$ cat config.mk
export PLATFORM = sky130hd
export DESIGN_NAME = tlprs_rr_fifo
export DESIGN_NICKNAME = d
export VERILOG_FILES = /design/src/design/tlprs_pkg.sv /design/src/design/tlprs_rr_fifo.sv
export SDC_FILE = /design/constraint.sdc
export NUM_CORES = 1
export LEC_CHECK = 0
export ABC_CLOCK_PERIOD_IN_PS = 3070
export BUFFER_PORTS_ARGS = -buffer_cell sky130_fd_sc_hd__buf_2
export CAP_MARGIN = 20
export CORE_MARGIN = 1
export CORE_UTILIZATION = 55
export CTS_CLUSTER_DIAMETER = 120
export DETAILED_ROUTE_END_ITERATION = 8
export PLACE_DENSITY = 0.8
export RECOVER_POWER = 25
export SYNTH_ARGS = -nofsm -noshare
export SYNTH_HDL_FRONTEND = slang
export SYNTH_SLANG_ARGS = --single-unit
$ cat constraint.sdc
create_clock -name clock -period 3.07 [get_ports clock]
set_clock_uncertainty 0.15 [all_clocks]
set_input_delay 0 -clock clock [delete_from_list [all_inputs] [get_ports clock]]
set_output_delay 0 -clock clock [all_outputs]
set_load 0.05 [all_outputs]
$ cat src/design/tlprs_pkg.sv
// Shared constants, codes and types of the two-level priority / round-robin scheduler.
// No dependencies.
package tlprs_pkg;

   localparam int DEF_MAX_TASKS = 64;
   localparam int ID_W          = 6;
   localparam int PRIO_W        = 8;
   localparam int TIME_W        = 16;
   localparam int QUANT_W       = 8;
   localparam int KEY_W         = PRIO_W + ID_W;
   localparam int ID_SPACE      = 1 << ID_W;

   localparam logic [QUANT_W-1:0] QUANTUM_RESET = 8'd4;

   localparam logic KIND_ARRIVAL = 1'b0;
   localparam logic KIND_TICK    = 1'b1;

   typedef enum logic [1:0] {
      SRC_IDLE = 2'd0,
      SRC_HEAP = 2'd1,
      SRC_FIFO = 2'd2
   } run_src_type;

   typedef struct packed {
      logic [1:0]        run_source;
      logic [ID_W-1:0]   running_id;
      logic              response_valid;
      logic [TIME_W-1:0] response_time;
      logic              done_res;
      logic [TIME_W-1:0] finish_time;
      logic [TIME_W-1:0] wait_time;
   } result_type;

   typedef struct packed {
      logic            push;
      logic            pop;
      logic [ID_W-1:0] push_id;
   } fifo_cmd_type;

endpackage

$ cat src/design/tlprs_rr_fifo.sv
// Round-robin rotation queue of task ids: circular memory with head/tail/count.
// Depends on tlprs_pkg. Head entry is a registered read, valid in the cycle after a change.
module tlprs_rr_fifo #(
   parameter int DEPTH = tlprs_pkg::DEF_MAX_TASKS
) (
   input  logic                                clock,
   input  logic                                reset,
   input  tlprs_pkg::fifo_cmd_type             cmd,
   output logic [tlprs_pkg::ID_W-1:0]          head_id,
   output logic [$clog2(DEPTH+1)-1:0]          count
);
   localparam int PW = (DEPTH > 1) ? $clog2(DEPTH) : 1;
   localparam int CW = $clog2(DEPTH+1);

   logic [tlprs_pkg::ID_W-1:0] mem [DEPTH];
   logic [tlprs_pkg::ID_W-1:0] head_q_ff;
   logic [PW-1:0] head_ff, head_in, tail_ff, tail_in;
   logic [CW-1:0] count_ff, count_in;
   logic          do_push, do_pop;

   function automatic logic [PW-1:0] wrap_inc(input logic [PW-1:0] p);
      wrap_inc = (p == PW'(DEPTH-1)) ? '0 : p + 1'b1;
   endfunction

   always_comb begin
      do_pop  = cmd.pop && (count_ff != '0);
      do_push = cmd.push && ((count_ff != CW'(DEPTH)) || do_pop);
      head_in  = do_pop  ? wrap_inc(head_ff) : head_ff;
      tail_in  = do_push ? wrap_inc(tail_ff) : tail_ff;
      count_in = count_ff + CW'(do_push) - CW'(do_pop);
   end

   always_ff @(posedge clock) begin
      if (reset) begin
         head_ff  <= '0;
         tail_ff  <= '0;
         count_ff <= '0;
      end else begin
         head_ff  <= head_in;
         tail_ff  <= tail_in;
         count_ff <= count_in;
      end
   end

   always_ff @(posedge clock) begin
      if (do_push) begin
         mem[tail_ff] <= cmd.push_id;
      end
      head_q_ff <= mem[head_ff];
   end

   assign head_id = head_q_ff;
   assign count   = count_ff;
endmodule

==> results.md <==
* Status: finished with violations
* Failing checks: capacitance limit, slew limit
* Sw power at between 3 and 4 mW
* Avg Vias per Cell at about 6.2
* Inserted Diodes at 0
* First-pass GRT wire length at 52,100 µm
* Fin nets at a little under 1,000
* Int Power at about 10 mW
* Setup crit end: count[6]
* Total Wirelength at between 30,000 and 40,000 µm
* Syn nets at between 800 and 900
* Post-route clock period utilization at 94.4%
* Sequential area share after synthesis at between 70% and 80%
* Total power at roughly 13 mW
* CTS tree: built
* Async set-reset flop share out of synthesis at 0%
* Synth Warn # at 0
* Initial antenna violation count at 0
* RSZ-0062 raised after global routing: false
* Max Freq at ~340 MHz
* CTS max path bufs at 3
* Die Area at roughly 30,000 µm²
* Min Tclk post-route at a little under 3 ns
* Area post-placement at between 15,000 and 20,000 µm²
* Worst skew pair latency at about 0.53 ns
* DP Wirelength at between 20,000 and 25,000 µm
* Port Buffers at 22
* Pwr/cell area at ~720 nW/µm²
* Fin area at roughly 19,000 µm²
* Worst path required time at around 3.3 ns
* Initial Util at between 50% and 60%
* Relative slew margins at -24.1%
* Net Sw Frac at 25.1%
* Number of routed nets with antenna violations at 0
* Crit Path Category: flip-flop to flip-flop
* Comb power frac at between 10% and 20%
* Vias in the first global route at between 8,000 and 9,000
* Crit. Startpoint: count[4]
* Max Cap Viol at 3
* Drt pass-1 iters at 7
* Crit path capture type: flip-flop
* Finish-stage setup viols at 0
* Area contributors post-synth: edfxtp_1 (71%), mux4_2 (11%), dfxtp_1 (3.1%)
* Detailed-route via count at between 8,000 and 9,000
* Max H-tree Level at 2
* Predominant post-synthesis flop cell: edfxtp_1
* Final Util at between 60% and 70%
* GPL Wtd Cong at roughly 0.83
* Ports at 23
* Post-synthesis area per instance at approximately 19 µm²
* Startpoint Class: flip-flop
* Worst slew pin tran at 1.86 ns
* Die X at between 150 and 200 µm
* Pin count of the biggest net entering global routing at 65
* Yosys cell types at 48
* Final hold violation count at 0
* Sequential share of power at 47.3%
* Die H at about 170 µm
* Row count at slightly above 60
* Worst reg2reg path depth at 13
* Peak supply drop at around 0.00076 V
* Root Driver: clkbuf_16
* Mapped Area at between 15,000 and 20,000 µm²
* Setup_tns at 0 ns
* Crit path arrival time at around 3.2 ns
* Share of layout cells above drive strength 1 at about a quarter
* Clock Sink Count at around 400
* DR DRC count at 0
* Power share of the clock group at 36.4%
* Synth top area share at a little under three quarters
* 1st-iter DRT viols at 989
* R2R Path Start: count[4]
* Worst hold path class: input pin to flip-flop
* Core ar. at between 20,000 and 30,000 µm²
* R2r setup slk at between 0.15 and 0.2 ns
* Routed len/inst at ~25 µm
* Area grow syn2layout at 15.5%
* Gr usage total at between 20% and 30%
* Area leader, netlist: edfxtp_1
* Grt total ovfl at 0
* Lkg Pwr at ~6 nW
* Syn Inst Count at 855
* Cts bufs inserted at 40
* Post-synth EDFFs at around 380
* #FFs+latches synth at roughly 410
* Fin. max-slew vios at around 130
* Reg2reg end: count[6]
* CP Max Fanout at 6
* Worst-path clk slew at approximately 0.060 ns
==> cell usage after synthesis (4+ instances only) <==
cell type / count
a2111oi_0: 6
a21o_1: 6
a21oi_1: 12
a221oi_1: 5
a22o_1: 5
a22oi_1: 5
buf_1: 4
buf_2: 10
buf_4: 10
clkbuf_1: 18
dfxtp_1: 25
edfxtp_1: 384
ha_1: 10
inv_1: 7
mux2_2: 8
mux2i_1: 39
mux4_2: 82
nand2_1: 27
nand3_1: 6
nand3b_1: 8
nor2_1: 98
nor2b_1: 7
o21ai_0: 8
o21bai_1: 5
o221ai_1: 5
o22ai_1: 5
o32ai_1: 6
xnor2_1: 8
xor2_1: 5
==> power groups by stage <==
stage | Combinational, mW | Clock (mW) | Sequential [mW]
after floorplan | 1.37 | 0 | 6.61
after global placement | 2.01 | 0 | 6.52
after global routing | 2.33 | 5.15 | 6.39
final | 2.19 | 4.89 | 6.37
after detailed placement | 2.05 | 0 | 6.53
after CTS | 2.08 | 4.94 | 6.41
==> routing by layer <==
metal / track usage, % / part of all wire [%]
met5: 0 / 0
met1: 32.2 / 39
met2: 38.0 / 49
met3: 4.45 / 9.1
met4: 7.82 / 2.8
==> stage by stage <==
stage                     instances  hold slack [ns]  setup WS [ns]
after floorplan                 855          -0.0784         0.0156
after global placement         1289            0.213        -0.0532
after detailed placement       1289            0.232        -0.0266
after CTS                      1367            0.149        0.00619
after global routing           1379            0.253        0.00366
final                          1379            0.249          0.171
==> layout by cell type (no fill, tap or decap), types with 4 or more instances in the layout <==
| master | synthesis | routed |
|---|---|---|
| a22oi_1 | 5 | 5 |
| edfxtp_1 | 384 | 384 |
| a21o_1 | 6 | 6 |
| bufinv_16 | 0 | 4 |
| mux2_2 | 8 | 8 |
| nor2b_1 | 7 | 7 |
| inv_1 | 7 | 7 |
| o21bai_1 | 5 | 4 |
| o21ai_0 | 8 | 6 |
| nand2_1 | 27 | 27 |
| o22ai_1 | 5 | 5 |
| o32ai_1 | 6 | 6 |
| xor2_1 | 5 | 5 |
| a21oi_1 | 12 | 11 |
| clkbuf_1 | 18 | 13 |
| ha_1 | 10 | 9 |
| a22o_1 | 5 | 5 |
| o221ai_1 | 5 | 5 |
| dlygate4sd3_1 | 0 | 10 |
| buf_4 | 10 | 69 |
| nand3b_1 | 8 | 8 |
| mux2i_1 | 39 | 39 |
| buf_12 | 1 | 9 |
| nor2_1 | 98 | 98 |
| a2111oi_0 | 6 | 6 |
| mux4_2 | 82 | 82 |
| clkinv_2 | 0 | 12 |
| a221oi_1 | 5 | 5 |
| clkbuf_16 | 0 | 42 |
| buf_2 | 10 | 17 |
| xnor2_1 | 8 | 8 |
| dfxtp_1 | 25 | 22 |
| nand3_1 | 6 | 6 |
==> critical path, stage by stage, from the launching register on <==
cell and delay, ns:
dfxtp_1 0.33, inv_1 0.09, ha_1 0.15, nand4bb_1 0.22, o21a_1 0.25, buf_4 0.16
o21ai_1 0.17, ha_2 0.23, fa_2 0.23, a21oi_2 0.06, o21bai_2 0.17, a21oi_1 0.08
o21bai_1 0.15, mux2_2 0.35
==> state kept, by name (all words and copies together) (netlist names) <==
name     cells
count        7
head_ff      6
head_id      6
mem        384
tail_ff      6
==> logic make-up after synthesis <==
group | after synthesis | share of synthesized area, %
muxes | 131 | 14.7
DFF | 409 | 74.2
xor gates and xnor gates | 13 | 0.702
buffers and inverters | 52 | 1.70
adders and majority gates | 11 | 0.895
AOI/OAI and AO/OA | 76 | 3.41
and+or+nand+nor | 163 | 4.44
==> timing repair <==
action                                  CTS  global route
buffers inserted                          0             2
endpoints found under the setup margin    0             2
gates resized for setup                   0             6
hold buffers                              5             5
endpoints found under the hold margin    58           155
==> worst min-delay path by stage <==
stage          startpoint          to  slack (ns)  cells past startpoint
5_1_grt             reset  tail_ff[4]        0.25                      3
3_3_place_gp        reset  tail_ff[2]        0.21                      2
3_5_place_dp        reset  head_ff[4]        0.23                      2
2_1_floorplan       reset    count[0]       -0.08                      1
6_report            reset  tail_ff[4]        0.25                      3
4_1_cts            cmd[5]  mem[41][5]        0.15                      1
==> layout make-up <==
| type | count | area, µm² |
|---|---|---|
| clock buffer | 52 | 1110 |
| clock inverter | 21 | 220 |
| fill | 1837 | 10100 |
| inverter | 7 | 26.3 |
| multi-input combinational | 394 | 3930 |
| sequential | 409 | 12000 |
| tap | 384 | 480 |
| timing repair buffer | 112 | 927 |
Note: power is estimated with default switching activity, not from simulation.
